<file path="src/design/rsf_pkg.sv">
// ----------------------------------------------------------------------------
// rsf_pkg
// Shared codes and controller/datapath interface types for the
// replay sequence filter.
// ----------------------------------------------------------------------------
`default_nettype none

package rsf_pkg;

    localparam int ENTRIES_DEF = 8;

    localparam logic [1:0] ACT_CHECK  = 2'd0;
    localparam logic [1:0] ACT_ACCEPT = 2'd1;
    localparam logic [1:0] ACT_INIT   = 2'd2;
    localparam logic [1:0] ACT_SET    = 2'd3;

    localparam logic [2:0] DEC_EXECUTE   = 3'd0;
    localparam logic [2:0] DEC_INVALID   = 3'd1;
    localparam logic [2:0] DEC_IGNORE    = 3'd2;
    localparam logic [2:0] DEC_DUPLICATE = 3'd3;
    localparam logic [2:0] DEC_REPLAY    = 3'd4;

    typedef struct packed {
        logic capture;
        logic scan_clr;
        logic scan_inc;
        logic do_setup;
        logic fin_invalid;
        logic fin_hit;
        logic fin_ignore;
    } t_dp_cmd;

    typedef struct packed {
        logic is_judge;
        logic pkt_ok;
        logic hit;
        logic scan_last;
    } t_dp_sts;

endpackage

`default_nettype wire

</file>
<file path="src/design/rsf_ctrl.sv">
// ----------------------------------------------------------------------------
// rsf_ctrl
// Sequencer: takes a beat, dispatches set-up, an invalid-packet finish or a table scan, ends the item.
// ----------------------------------------------------------------------------
`default_nettype none

module rsf_ctrl (
    input  wire logic            i_clk,
    input  wire logic            i_rst_n,
    input  wire logic            i_start,
    output logic                 o_busy,
    input  rsf_pkg::t_dp_sts     i_sts,
    output rsf_pkg::t_dp_cmd     o_cmd
);
    import rsf_pkg::*;

    localparam logic [1:0] S_IDLE     = 2'd0;
    localparam logic [1:0] S_DISPATCH = 2'd1;
    localparam logic [1:0] S_READ     = 2'd2;
    localparam logic [1:0] S_CMP      = 2'd3;

    logic [1:0] r_state;
    logic [1:0] n_state;

    always_ff @(posedge i_clk) begin
        if (!i_rst_n) begin
            r_state <= S_IDLE;
        end else begin
            r_state <= n_state;
        end
    end

    always_comb begin
        n_state = r_state;
        o_cmd   = '0;
        case (r_state)
            S_IDLE: begin
                if (i_start) begin
                    o_cmd.capture = 1'b1;
                    n_state       = S_DISPATCH;
                end
            end
            S_DISPATCH: begin
                if (!i_sts.is_judge) begin
                    o_cmd.do_setup = 1'b1;
                    n_state        = S_IDLE;
                end else if (!i_sts.pkt_ok) begin
                    o_cmd.fin_invalid = 1'b1;
                    n_state           = S_IDLE;
                end else begin
                    o_cmd.scan_clr = 1'b1;
                    n_state        = S_READ;
                end
            end
            S_READ: begin
                n_state = S_CMP;
            end
            S_CMP: begin
                if (i_sts.hit) begin
                    o_cmd.fin_hit = 1'b1;
                    n_state       = S_IDLE;
                end else if (i_sts.scan_last) begin
                    o_cmd.fin_ignore = 1'b1;
                    n_state          = S_IDLE;
                end else begin
                    o_cmd.scan_inc = 1'b1;
                    n_state        = S_READ;
                end
            end
            default: begin
                n_state = S_IDLE;
            end
        endcase
    end

    assign o_busy = (r_state != S_IDLE);

    a_start_dispatch: assert property (@(posedge i_clk) disable iff (!i_rst_n)
        (r_state == S_IDLE && i_start) |=> (r_state == S_DISPATCH))
        else $error("accepted beat did not reach dispatch");

    a_hit_ends: assert property (@(posedge i_clk) disable iff (!i_rst_n)
        (r_state == S_CMP && i_sts.hit) |=> (r_state == S_IDLE))
        else $error("table hit did not end the item");

    a_one_finish: assert property (@(posedge i_clk) disable iff (!i_rst_n)
        $onehot0({o_cmd.do_setup, o_cmd.fin_invalid, o_cmd.fin_hit, o_cmd.fin_ignore}))
        else $error("more than one finish command");

endmodule

`default_nettype wire

</file>
<file path="src/design/rsf_dp.sv">
// ----------------------------------------------------------------------------
// rsf_dp
// Datapath: beat registers, device table, scan pointer, decision and result.
// ----------------------------------------------------------------------------
`default_nettype none

module rsf_dp #(
    parameter int ENTRIES = rsf_pkg::ENTRIES_DEF
) (
    input  wire logic            i_clk,
    input  wire logic            i_rst_n,
    input  wire logic [1:0]      i_action,
    input  wire logic [2:0]      i_entry_index,
    input  wire logic [31:0]     i_dev_id,
    input  wire logic [31:0]     i_sequence_req,
    input  wire logic            i_packet_valid,
    input  wire logic            i_is_command,
    input  wire logic            i_sequence_none,
    input  rsf_pkg::t_dp_cmd     i_cmd,
    output rsf_pkg::t_dp_sts     o_sts,
    output logic                 o_valid,
    output logic [2:0]           o_decision,
    output logic                 o_accepted
);
    import rsf_pkg::*;

    localparam int IW = (ENTRIES > 1) ? $clog2(ENTRIES) : 1;

    logic [1:0]   r_action;
    logic [2:0]   r_eidx;
    logic [31:0]  r_dev;
    logic [31:0]  r_seq;
    logic         r_pvalid;
    logic         r_iscmd;
    logic         r_none;

    logic [IW-1:0] r_scan;
    logic [31:0]   r_rd_dev;
    logic [31:0]   r_rd_seq;

    logic [31:0]  mem_dev [ENTRIES];
    logic [31:0]  mem_seq [ENTRIES];
    logic [ENTRIES-1:0] r_in_use;
    logic [ENTRIES-1:0] r_has_seq;

    logic         r_strobe;
    logic [2:0]   r_decision;
    logic         r_accepted;

    logic          in_range;
    logic [IW-1:0] set_addr;
    logic          has;
    logic          exe;
    logic [2:0]    hit_dec;
    logic          acc_wr;
    logic          seq_we;
    logic [IW-1:0] seq_addr;
    logic [31:0]   seq_wdata;
    logic          n_strobe;
    logic [2:0]    n_decision;
    logic          n_accepted;

    assign in_range = (32'(r_eidx) < ENTRIES);
    assign set_addr = IW'(r_eidx);

    assign o_sts.is_judge  = (r_action == ACT_CHECK) || (r_action == ACT_ACCEPT);
    assign o_sts.pkt_ok    = r_pvalid && r_iscmd;
    assign o_sts.hit       = r_in_use[r_scan] && (r_rd_dev == r_dev);
    assign o_sts.scan_last = (r_scan == IW'(ENTRIES - 1));

    assign has = r_has_seq[r_scan];
    assign exe = !has || (r_seq > r_rd_seq);

    always_comb begin
        if (exe) begin
            hit_dec = DEC_EXECUTE;
        end else if (r_seq == r_rd_seq) begin
            hit_dec = DEC_DUPLICATE;
        end else begin
            hit_dec = DEC_REPLAY;
        end
    end

    assign acc_wr = i_cmd.fin_hit && (r_action == ACT_ACCEPT) && exe;

    always_comb begin
        seq_we    = 1'b0;
        seq_addr  = r_scan;
        seq_wdata = r_seq;
        if (i_cmd.do_setup && in_range) begin
            seq_we    = 1'b1;
            seq_addr  = set_addr;
            seq_wdata = (r_action == ACT_INIT || r_none) ? 32'd0 : r_seq;
        end else if (acc_wr) begin
            seq_we = 1'b1;
        end
    end

    always_comb begin
        n_strobe   = 1'b0;
        n_decision = DEC_EXECUTE;
        n_accepted = 1'b0;
        if (i_cmd.do_setup) begin
            n_strobe = 1'b1;
        end else if (i_cmd.fin_invalid) begin
            n_strobe   = 1'b1;
            n_decision = DEC_INVALID;
        end else if (i_cmd.fin_ignore) begin
            n_strobe   = 1'b1;
            n_decision = DEC_IGNORE;
        end else if (i_cmd.fin_hit) begin
            n_strobe   = 1'b1;
            n_decision = hit_dec;
            n_accepted = acc_wr;
        end
    end

    always_ff @(posedge i_clk) begin
        if (i_cmd.capture) begin
            r_action <= i_action;
            r_eidx   <= i_entry_index;
            r_dev    <= i_dev_id;
            r_seq    <= i_sequence_req;
            r_pvalid <= i_packet_valid;
            r_iscmd  <= i_is_command;
            r_none   <= i_sequence_none;
        end
        if (i_cmd.scan_clr) begin
            r_scan <= '0;
        end else if (i_cmd.scan_inc) begin
            r_scan <= r_scan + 1'b1;
        end
        r_decision <= n_decision;
        r_accepted <= n_accepted;
    end

    // device table: id and sequence arrays, each with one write and one registered read per cycle
    always_ff @(posedge i_clk) begin
        if (i_cmd.do_setup && in_range && r_action == ACT_INIT) begin
            mem_dev[set_addr] <= r_dev;
        end
        if (seq_we) begin
            mem_seq[seq_addr] <= seq_wdata;
        end
        r_rd_dev <= mem_dev[r_scan];
        r_rd_seq <= mem_seq[r_scan];
    end

    always_ff @(posedge i_clk) begin
        if (!i_rst_n) begin
            r_in_use  <= '0;
            r_has_seq <= '0;
            r_strobe  <= 1'b0;
        end else begin
            r_strobe <= n_strobe;
            if (i_cmd.do_setup && in_range) begin
                if (r_action == ACT_INIT) begin
                    r_in_use[set_addr]  <= 1'b1;
                    r_has_seq[set_addr] <= 1'b0;
                end else begin
                    r_has_seq[set_addr] <= !r_none;
                end
            end else if (acc_wr) begin
                r_has_seq[r_scan] <= 1'b1;
            end
        end
    end

    assign o_valid    = r_strobe;
    assign o_decision = r_decision;
    assign o_accepted = r_accepted;

    a_strobe_src: assert property (@(posedge i_clk) disable iff (!i_rst_n)
        r_strobe |-> $past(i_cmd.do_setup || i_cmd.fin_invalid
                           || i_cmd.fin_hit || i_cmd.fin_ignore))
        else $error("result beat without a finish command");

    a_acc_exec: assert property (@(posedge i_clk) disable iff (!i_rst_n)
        (r_strobe && r_accepted) |-> (r_decision == DEC_EXECUTE))
        else $error("accepted beat not an execute decision");

    a_acc_recorded: assert property (@(posedge i_clk) disable iff (!i_rst_n)
        (r_strobe && r_accepted) |-> r_has_seq[r_scan])
        else $error("accepted sequence not recorded");

endmodule

`default_nettype wire

</file>
<file path="src/design/replay_sequence_filter.sv">
// ----------------------------------------------------------------------------
// replay_sequence_filter
// Per-device anti-replay filter: table lookup of device id and monotonic
// sequence check, with set-up actions for the table.
// ----------------------------------------------------------------------------
// A beat is taken when i_start is high and o_busy is low. Every beat yields
// one result, shown for one cycle with o_valid; the receiver cannot stall it.
// Set-up actions and invalid packets are decided in the dispatch state and
// go straight to the result register; a check or accept walks the device
// table one entry at a time (memory read, then compare), stopping at the
// first matching entry, or after the last entry when nothing matches.
// The next beat may be taken in the cycle the result is shown.
// ----------------------------------------------------------------------------
`default_nettype none

module replay_sequence_filter #(
    parameter int ENTRIES = rsf_pkg::ENTRIES_DEF
) (
    input  wire logic        i_clk,
    input  wire logic        i_rst_n,
    input  wire logic        i_start,
    output logic             o_busy,
    input  wire logic [1:0]  i_action,
    input  wire logic [2:0]  i_entry_index,
    input  wire logic [31:0] i_dev_id,
    input  wire logic [31:0] i_sequence_req,
    input  wire logic        i_packet_valid,
    input  wire logic        i_is_command,
    input  wire logic        i_sequence_none,
    output logic             o_valid,
    output logic [2:0]       o_decision,
    output logic             o_accepted
);
    import rsf_pkg::*;

    t_dp_cmd cmd;
    t_dp_sts sts;

    rsf_ctrl u_ctrl (
        .i_clk   (i_clk),
        .i_rst_n (i_rst_n),
        .i_start (i_start),
        .o_busy  (o_busy),
        .i_sts   (sts),
        .o_cmd   (cmd)
    );

    rsf_dp #(
        .ENTRIES (ENTRIES)
    ) u_dp (
        .i_clk           (i_clk),
        .i_rst_n         (i_rst_n),
        .i_action        (i_action),
        .i_entry_index   (i_entry_index),
        .i_dev_id        (i_dev_id),
        .i_sequence_req  (i_sequence_req),
        .i_packet_valid  (i_packet_valid),
        .i_is_command    (i_is_command),
        .i_sequence_none (i_sequence_none),
        .i_cmd           (cmd),
        .o_sts           (sts),
        .o_valid         (o_valid),
        .o_decision      (o_decision),
        .o_accepted      (o_accepted)
    );

endmodule

`default_nettype wire
</file>
<file path="config.mk">
export PLATFORM = sky130hd
export DESIGN_NAME = replay_sequence_filter
export DESIGN_NICKNAME = d
export VERILOG_FILES = /design/src/design/rsf_pkg.sv /design/src/design/rsf_ctrl.sv /design/src/design/rsf_dp.sv /design/src/design/replay_sequence_filter.sv
export SDC_FILE = /design/constraint.sdc
export NUM_CORES = 1
export LEC_CHECK = 0
export ABC_AREA = 0
export BUFFER_PORTS_ARGS = -buffer_cell sky130_fd_sc_hd__buf_2
export CORE_UTILIZATION = 30
export DETAILED_ROUTE_END_ITERATION = 8
export PLACE_DENSITY = 0.49
export SETUP_SLACK_MARGIN = 0.15
export SLEW_MARGIN = 40
export SYNTH_ARGS = -nofsm -noshare
export SYNTH_HDL_FRONTEND = slang
export SYNTH_SLANG_ARGS = --single-unit
</file>
<file path="constraint.sdc">
create_clock -name i_clk -period 4.5 [get_ports i_clk]
set_input_delay 0.9 -clock i_clk [delete_from_list [all_inputs] [get_ports i_clk]]
set_output_delay 0.9 -clock i_clk [all_outputs]
set_load 0.03 [all_outputs]
</file>
==> flow_summary.ini, run 1 <==
[run_status]
status = finished clean

[cts]
cts_hold_buf = 0
clockRootBuffer = clkbuf_16
clock_latency_ns = 0.62
path_clk_slew_ns = 0.06
cts.sinks = 674
cts_buffers = 70
post_cts_buffers = 0
cts_tree = built
cts_buffer_depth = 3
cts_resized = 0
htree_levels = 3

[synth]
synth_edf_count = 584
syn_area_per_cell_um2 = 17.23
synth_flop_cell = edfxtp_1
yosys_warnings = 0
ys_types = 56
synth_area_mm2 = 0.02444
ys_seq_area_frac = 0.7914
syn_inst = 1418
synth-seq-cells = 674
async_flop_share = 0
syn-num-nets = 1527

[floorplanning]
ios = 81
die_w_um = 287.4
placementRows = 104
dieHeight_um = 287.4
core_area_mm2 = 0.08055
initial_core_util = 0.3034
dieArea_mm2 = 0.08260

[place]
place_congestion = 0.7458
dp.cells = 2521
dpl.hpwl_um = 33060
io_buffers = 80

[drt]
wire_per_inst_um = 22.77
wl_met2_um = 28380
routed-wl-met3_um = 2897
top_layer = met5
wl_met1_um = 27960
antenna_left = 0
dr_total_vias = 13198
drtIter0Drc = 976
drc = 0
routed_wl_um = 60310
first_pass_iters = 7
routed_via_density = 4.982

[timing]
relSlewSlack = 0.4451
holdWs_ns = 0.4569
tightest_slew_ns = 0.8306
period_needed_ns = 3.868
hold_viol = 0
tns_ns = 0
setup_violations = 0
rsz0062_at_grt = false
clock.fmax_mhz = 258.6
fin_crit_sh = 0.8595
fin_skew_ns = 0.02889
final_max_slew_viol_count = 0

[worst_hold_path]
holdPathStages = 1
hold_end = u_dp.r_dev[7]
min-delay-start = i_dev_id[7]
hold_class = primary input to flop

[critical_path]
cp_slowest_stage_delay_ns = 0.64
r2r_start = u_dp.r_dev[22]
worstPathMaxFanout = 23
crit_required_ns = 4.80
startpoint_type = flop
crit_path_top_delay_cell = nor4_1
worst_r2r_path_depth = 8
crit_chain = xor2_1 > nor4_1 > nand4_1 > nor4_4 > o2111ai_2 > inv_2 > a22o_2 > buf_12
worstReg2RegEnd = u_dp.mem_seq[4][27]
end_kind = flop
cp.buffers_inverters = 2
crit_arrival_ns = 4.16
reg2reg_slack_ns = 0.63
setup.worst_path.class = flop to flop
crit_family = simple AND/OR/NAND/NOR gates

[layout]
stdcell_count = 2649
final_nets = 1642
drive_gt1_frac = 0.1681
fill_cells = 7494
area_delta_synth_final_pct = 17.12

[global_route]
grt_overflow = 0
grt_pass1_vias = 13487
grt_max_degree = 66
grt_pass1_wl_um = 89200
grt_usage = 0.1465
antenna_found_initial = 4

[power_and_ir_drop]
peakVddDrop_mv = 0.3020
power_density_mw_per_mm2 = 540.0
p_total_mw = 15.46
leakage_nw = 9.365

[run]
drv_cap = 0
## cells in the final DEF, fill, tap and decap left out, types with 9 or more instances in the layout
| master | instances |
|---|---|
| and2_1 | 34 |
| buf_2 | 80 |
| ha_1 | 34 |
| dfxtp_1 | 88 |
| buf_4 | 27 |
| nor2_1 | 24 |
| inv_1 | 38 |
| o21ai_0 | 18 |
| xor2_1 | 32 |
| clkbuf_16 | 71 |
| clkbuf_1 | 17 |
| and3_2 | 9 |
| nand4_1 | 71 |
| clkinv_2 | 11 |
| a21oi_1 | 15 |
| nand2_1 | 22 |
| edfxtp_1 | 584 |
| a22oi_1 | 258 |
## cell usage after synthesis (11+ instances only)
| cell | number | share of area |
|---|---|---|
| a21oi_1 | 15 | 0.0031 |
| a22oi_1 | 258 | 0.079 |
| and2_1 | 34 | 0.0087 |
| and3_1 | 11 | 0.0028 |
| buf_1 | 16 | 0.0025 |
| clkbuf_1 | 46 | 0.0071 |
| dfxtp_1 | 90 | 0.074 |
| edfxtp_1 | 584 | 0.72 |
| ha_1 | 34 | 0.017 |
| inv_1 | 38 | 0.0058 |
| nand2_1 | 22 | 0.0034 |
| nand4_1 | 71 | 0.018 |
| nor2_1 | 25 | 0.0038 |
| nor3b_1 | 11 | 0.0034 |
| o21ai_0 | 19 | 0.0039 |
| xor2_1 | 32 | 0.011 |
## registers in the layout (all words and copies together) (netlist names)
register,flops
u_ctrl.r_state,2
u_dp.mem_dev,256
u_dp.mem_seq,256
u_dp.o_accepted,1
u_dp.o_decision,3
u_dp.o_valid,1
u_dp.r_action,2
u_dp.r_dev,32
u_dp.r_eidx,3
u_dp.r_has_seq,8
u_dp.r_in_use,8
u_dp.r_iscmd,1
u_dp.r_none,1
u_dp.r_pvalid,1
u_dp.r_rd_dev,32
u_dp.r_rd_seq,32
u_dp.r_scan,3
u_dp.r_seq,32
## metrics by stage
step                        util  area [um2]  setup WS, ns
after CTS                 0.3553       28610        0.6096
final                     0.3553       28620        0.6323
after floorplan                -       24440         1.270
after detailed placement  0.3269       26330        0.6537
after global placement    0.3263       26290        0.7382
after global routing      0.3553       28620        0.4996
## metal layers
layer	up-vias	track usage
met4	2	0.04468
met2	342	0.2357
met5	-	0
li1	5978	-
met3	71	0.02024
met1	6805	0.2046
## logic make-up after synthesis
kind of cell,Yosys count,synth area share
compound gates,343,0.1045
xor+xnor,33,0.01183
fa+ha+maj,34,0.01741
buf+inv,113,0.01884
flops,674,0.7914
mux,5,0.002048
simple gates,216,0.05402
## cell type report
cell class | count | area (um2) | share of cell area
repair buffers | 117 | 802.0 | 0.02802
clock buffers | 91 | 1882 | 0.06575
diodes | 1 | 2.502 | 0.00008744
flip-flops and latches | 674 | 19340 | 0.6758
inverters | 39 | 146.4 | 0.005115
multi-input cells | 631 | 4715 | 0.1647
clock inverters | 36 | 405.4 | 0.01416
well taps | 1060 | 1326 | 0.04634
## worst max path at each step
| stage | end | from | depth (start not counted) | slack (ns) |
|---|---|---|---|---|
| finish | u_dp.mem_seq[4][27] | u_dp.r_dev[22] | 8 | 0.63 |
| global route | u_dp.mem_seq[4][27] | u_dp.r_dev[22] | 8 | 0.50 |
| CTS | u_dp.mem_seq[4][27] | u_dp.r_dev[22] | 8 | 0.61 |
| detailed placement | u_dp.mem_seq[4][22] | u_dp.r_dev[11] | 8 | 0.65 |
| global placement | u_dp.mem_seq[4][26] | u_dp.r_dev[11] | 8 | 0.74 |
| floorplan | u_dp.r_action[0] | i_start | 2 | 1.27 |
## worst reg2reg max path: cells and delay by family (launching register included)
kind                      cells  cell delay, ns
DFF                           1            0.50
buffers and inverters         2            0.64
and+or+nand+nor               3            1.41
AOI/OAI and AO/OA             2            0.79
xor gates and xnor gates      1            0.21
## power breakdown
part | leakage, nW | switching [mW] | total (mW) | internal [mW]
clock | 1.11 | 2.39 | 5.73 | 3.33
sequential | 6.05 | 0.239 | 7.48 | 7.24
combinational | 2.21 | 1.46 | 2.24 | 0.786
No activity file was read; power rests on OpenSTA's default activity.
==> run 2: changes to the inputs <==
--- a/config.mk
+++ b/config.mk
@@ -5,7 +5,7 @@
 export SDC_FILE = /design/constraint.sdc
 export NUM_CORES = 1
 export LEC_CHECK = 0
-export ABC_AREA = 0
+export ABC_AREA = 1
 export BUFFER_PORTS_ARGS = -buffer_cell sky130_fd_sc_hd__buf_2
 export CORE_UTILIZATION = 30
 export DETAILED_ROUTE_END_ITERATION = 8
==> run 2 against run 1 <==
Compared with the run above: wire length grew 6.1%; cell count grew 15%; area after synthesis grew 2.3%; highest routed layer unchanged; register-to-register slack gained 0.22 ns; combinational power grew 3%; via count grew 9.5%; utilization grew 0.15 points; largest power group unchanged; sequential share of layout area shrank 1.7 points; non-clock buffer count grew 5; critical path type unchanged; sequential power is essentially flat.
==> flow_summary.ini, run 2 <==
[cts]
clock_latency_ns = 0.63
cts_hold_buf = 0
htree_levels = 3
cts.sinks = 674
cts_buffer_depth = 3
path_clk_slew_ns = 0.06
cts_buffers = 73
cts_resized = 0
clockRootBuffer = clkbuf_16
cts_tree = built
post_cts_buffers = 0

[synth]
synth-simple-area-share = 0.09421
syn_area_per_cell_um2 = 14.08
synth_area_leader_cell = edfxtp_1
synthXorXnorAreaFrac = 0.003502
synth_fa_ha_area_frac = 0.01701
synth_flop_cell = edfxtp_1
synth_edf_count = 584
async_flop_share = 0
syn-num-nets = 1885
synth-seq-cells = 674
synthMuxAreaShare = 0
synth_common_cells = edfxtp_1 (584), nand2_1 (321), inv_1 (170)
ys_types = 35
ys_seq_area_frac = 0.7733
synthTopCellsByArea = edfxtp_1 (70%), dfxtp_1 (7.2%), nand2_1 (4.8%), a22oi_1 (2.6%), inv_1 (2.6%)
syn_inst = 1776
synth_area_mm2 = 0.02501
synth.most_common_cell = edfxtp_1
synth_top_family_by_area = simple AND/OR/NAND/NOR gates
synth_compound_area_frac = 0.07445
synth_top_cell_area_share = 0.7013
yosys_warnings = 0

[critical_path]
crit_path_top_delay_cell = dfxtp_1
crit_chain = inv_2 > nor2_4 > nand2_1 > o21ai_1 > nor2_1 > nand3_1 > nor2_1 > a21oi_2 > nand2_2 > nand2_1 > nand3_1 > nor2_4 > buf_4
startpoint_type = flop
end_kind = flop
crit_arrival_ns = 3.95
crit_required_ns = 4.81
cp_slowest_stage_delay_ns = 0.71
worstPathMaxFanout = 17
setup.worst_path.class = flop to flop

[floorplanning]
placementRows = 105
ios = 81
dieHeight_um = 290.7
initial_core_util = 0.3041
core_area_mm2 = 0.08224
dieArea_mm2 = 0.08452
die_w_um = 290.7

[timing]
final_max_slew_viol_count = 0
setup_violations = 0
holdWs_ns = 0.4434
period_needed_ns = 3.645
tns_ns = 0
tightest_slew_ns = 0.8580
fin_skew_ns = 0.02507
hold_viol = 0
relSlewSlack = 0.4280
rsz0062_at_grt = false
fin_crit_sh = 0.8100
clock.fmax_mhz = 274.3

[drt]
first_pass_iters = 5
routed_wl_um = 64000
antenna_left = 0
drtIter0Drc = 1111
dr_total_vias = 14450
routed_via_density = 4.753
drc = 0
wire_per_inst_um = 21.05

[power_and_ir_drop]
netSwitchingFraction = 0.2682
power_frac_seq = 0.478
leakage_nw = 10.38
p_total_mw = 15.67
p_int_mw = 11.47
pwr-share-clk = 0.375
power_frac_comb = 0.147
peakVddDrop_mv = 0.3191
power_density_mw_per_mm2 = 533.9
p_switching_mw = 4.201

[global_route]
grt_pass1_wl_um = 95080
grt_overflow = 0
grt_usage = 0.1510
grt_pass1_vias = 14617
antenna_found_initial = 4
grt_max_degree = 56

[layout]
top_regs = u_dp.mem_dev x256, u_dp.mem_seq x256
stdcell_count = 3040
final_common_cell = edfxtp_1
fin_util = 0.3568
area_delta_synth_final_pct = 17.34
drive_gt1_frac = 0.1326
final_cell_mix = edfxtp_1 (584), nand2_1 (321), inv_1 (170), nor2_1 (103), dfxtp_1 (90)
final_nets = 2019

[worst_hold_path]
hold_class = primary input to flop

[run]
drv_cap = 0

[place]
dpl.hpwl_um = 35990
io_buffers = 80
dp.cells = 2904
place_congestion = 0.7940

[run_status]
status = finished clean
[run 2: cell type report]
type,instances,area (um2)
inverters,176,663.1
clock inverters,30,332.8
repair buffers,122,758.2
clock buffers,104,2014
flip-flops and latches,674,19340
well taps,1070,1339
diodes,1,2.502
fillers,7869,52900
multi-input cells,863,4895
[run 2: cell families after synthesis]
kind of cell,count (synthesis)
flops,674
simple gates,561
compound gates,258
buf+inv,239
fa+ha+maj,34
xor+xnor,10
[run 2: path summary, 6_finish.rpt]
kind,startpoint,to,slack (ns),cells after the start
worst max-delay path,u_dp.r_scan[0],u_dp.mem_seq[7][6],0.85,13
worst min register to register,u_dp.mem_dev[1][16],u_dp.r_rd_dev[16],0.45,2
worst max register to register,u_dp.r_scan[0],u_dp.mem_seq[7][6],0.85,13
worst min-delay path,i_dev_id[22],u_dp.r_dev[22],0.44,1
[run 2: worst max-delay path: cells and delay by family, from the launching register on]
kind            cells  cell delay, ns
simple gates        9            1.67
flops               1            0.71
compound gates      2            0.33
buf+inv             2            0.61
[run 2: power groups by stage]
stage / registers, mW / logic, mW / clock network, mW
final: 7.49 / 2.30 / 5.87
after global routing: 7.54 / 2.59 / 6.25
after CTS: 7.50 / 2.35 / 6.02
after detailed placement: 7.62 / 2.33 / 0
after global placement: 7.61 / 2.33 / 0
after floorplan: 7.53 / 1.52 / 0
[run 2: stage by stage]
step | cell area [um2] | worst slack (ns)
after floorplan | 25010 | 1.064
after global placement | 26930 | 0.8179
after detailed placement | 26980 | 0.7879
after CTS | 29330 | 0.7631
after global routing | 29340 | 0.5117
final | 29340 | 0.8549
[run 2: per-layer routing]
layer / vias up / track usage / part of all wire
met5: - / 0 / 0.00036
met4: 4 / 0.04388 / 0.022
met3: 95 / 0.02822 / 0.041
met2: 304 / 0.2473 / 0.48
met1: 7301 / 0.2034 / 0.46
li1: 6746 / - / -
==> run 3: changes to the inputs <==
==> constraint.sdc (replaced) <==
create_clock -name i_clk -period 3.11 [get_ports i_clk]
set_input_delay 0.622 -clock i_clk [delete_from_list [all_inputs] [get_ports i_clk]]
set_output_delay 0.622 -clock i_clk [all_outputs]
set_load 0.03 [all_outputs]
==> run 3 against run 2 <==
Compared with the run above: sequential share of layout area decreased by 1.8 points; critical path depth unchanged; wire length increased by 0.75%; global-route usage decreased by 0.061 points; worst hold slack got worse by 0.27 ns; clock skew increased by 0.0080 ns; total power increased by 50%; sequential power increased by 44%; via count increased by 0.82%; cell count increased by 1.2%; maximum frequency increased by 27%; first-iteration DRC count increased by 18%.
==> flow_summary.ini, run 3 (same netlist as run 2, synthesis figures left out) <==
[run_status]
status = finished clean

[layout]
area_delta_synth_final_pct = 20.68
drive_gt1_frac = 0.1581
top_regs = u_dp.mem_dev x256, u_dp.mem_seq x256
final_cell_mix = edfxtp_1 (584), nand2_1 (319), inv_1 (170), nor2_1 (98), dfxtp_1 (90)
fin_util = 0.3670
final_nets = 2054
n_antenna_cell = 0
final_common_cell = edfxtp_1

[cts]
cts_tree = built
cts_buffer_depth = 3
cts.sinks = 674
cts_buffers = 73
clock_latency_ns = 0.63
path_clk_slew_ns = 0.06
clockRootBuffer = clkbuf_16
htree_levels = 3

[power_and_ir_drop]
power_density_mw_per_mm2 = 776.9
p_switching_mw = 6.228
power_frac_comb = 0.151
pwr-share-clk = 0.388
peakVddDrop_mv = 0.5103
netSwitchingFraction = 0.2656
p_int_mw = 17.22
power_frac_seq = 0.460
p_total_mw = 23.45
leakage_nw = 10.72

[worst_hold_path]
hold_class = primary input to flop

[critical_path]
crit_arrival_ns = 3.18
crit_path_top_delay_cell = edfxtp_1
crit_chain = ha_1 > nand2_2 > nor2_2 > nand4_1 > nor2_2 > nand2_1 > a21oi_2 > nand2_2 > nand2_2 > nand3_2 > nor2_4 > buf_12 > buf_6
startpoint_type = flop
worstPathMaxFanout = 9
end_kind = flop
cp_slowest_stage_delay_ns = 0.41
crit_required_ns = 3.41
setup.worst_path.class = flop to flop
crit_path_frequent_cell = nand2_2

[timing]
setup_violations = 0
fin_crit_sh = 0.9264
tightest_slew_ns = 0.7900
period_needed_ns = 2.881
tns_ns = 0
rsz0062_at_grt = false
hold_viol = 0
final_max_slew_viol_count = 0
fin_skew_ns = 0.03303
clock.fmax_mhz = 347.1
relSlewSlack = 0.4726
fin_ws_ns = 0.2289

[floorplanning]
dieArea_mm2 = 0.08452
placementRows = 105
core_area_mm2 = 0.08224
ios = 81
dieHeight_um = 290.7
die_w_um = 290.7
initial_core_util = 0.3041

[place]
place_congestion = 0.7715
dpl.hpwl_um = 35300
io_buffers = 80
place_ws_ns = 0.05519

[drt]
dr_total_vias = 14568
wire_per_inst_um = 20.97
drc = 0
first_pass_iters = 5
routed_wl_um = 64480
drtIter0Drc = 1311
antenna_left = 0
routed_via_density = 4.738

[run]
drv_cap = 0

[global_route]
grt_usage = 0.1504
grt_pass1_vias = 14885
grt_pass1_wl_um = 95280
grt_max_degree = 66
antenna_found_initial = 2
grt_overflow = 0
run 3: metal layers:
layer	wire length, um	up-vias	global-route usage
li1	-	6811	-
met1	28690	7319	0.1992
met2	31920	345	0.2569
met3	2651	91	0.02210
met4	1208	2	0.03949
met5	9	-	0
run 3: metrics by stage:
stage / instance area, um2 / instances / hold slack, ns
after floorplan: 25020 / 1776 / 0.4291
after global placement: 27340 / 2917 / 0.4394
after CTS: 29930 / 3052 / 0.1252
after global routing: 30180 / 3075 / 0.1345
after detailed placement: 27350 / 2917 / 0.4439
final: 30180 / 3075 / 0.1759
run 3: repair_timing:
item,4_1_cts,5_1_grt
endpoints found under the setup margin,256,256
buffers inserted,0,21
gates resized for setup,5,13
pin swaps,0,4
cloned,0,2
hold buffers,0,0
run 3: worst max-delay path: cells and delay by family (launching register included):
family,cells,cell delay [ns]
adders and majority gates,1,0.33
buffers and inverters,2,0.31
AOI/OAI and AO/OA,1,0.23
and+or+nand+nor,9,1.29
DFF,1,0.41
run 3: cell type report:
class                      count  area, um2
sequential                   674      19340
clock buffer                  96       1994
inverter                     176      660.6
multi-input combinational    863       4949
fill                        7853      52060
clock inverter                39      568.0
timing repair buffer         157       1330
tap                         1070       1339
run 3: worst paths after layout:
path	from	end	slack, ns	cells past startpoint
max reg2reg	u_dp.r_seq[31]	u_dp.mem_seq[7][6]	0.23	13
min reg2reg	u_dp.mem_dev[3][19]	u_dp.r_rd_dev[19]	0.46	2
min	i_dev_id[22]	u_dp.r_dev[22]	0.18	1
max	u_dp.r_seq[31]	u_dp.mem_seq[7][6]	0.23	13
run 3: power groups by stage:
| stage | Combinational (mW) | Sequential [mW] | Clock (mW) |
|---|---|---|---|
| 6_report | 3.55 | 10.8 | 9.11 |
| 5_1_grt | 3.97 | 10.8 | 9.66 |
| 4_1_cts | 3.55 | 10.8 | 9.32 |
| 3_5_place_dp | 3.53 | 11.0 | 0 |
| 3_3_place_gp | 3.52 | 11.0 | 0 |
| 2_1_floorplan | 2.20 | 10.9 | 0 |
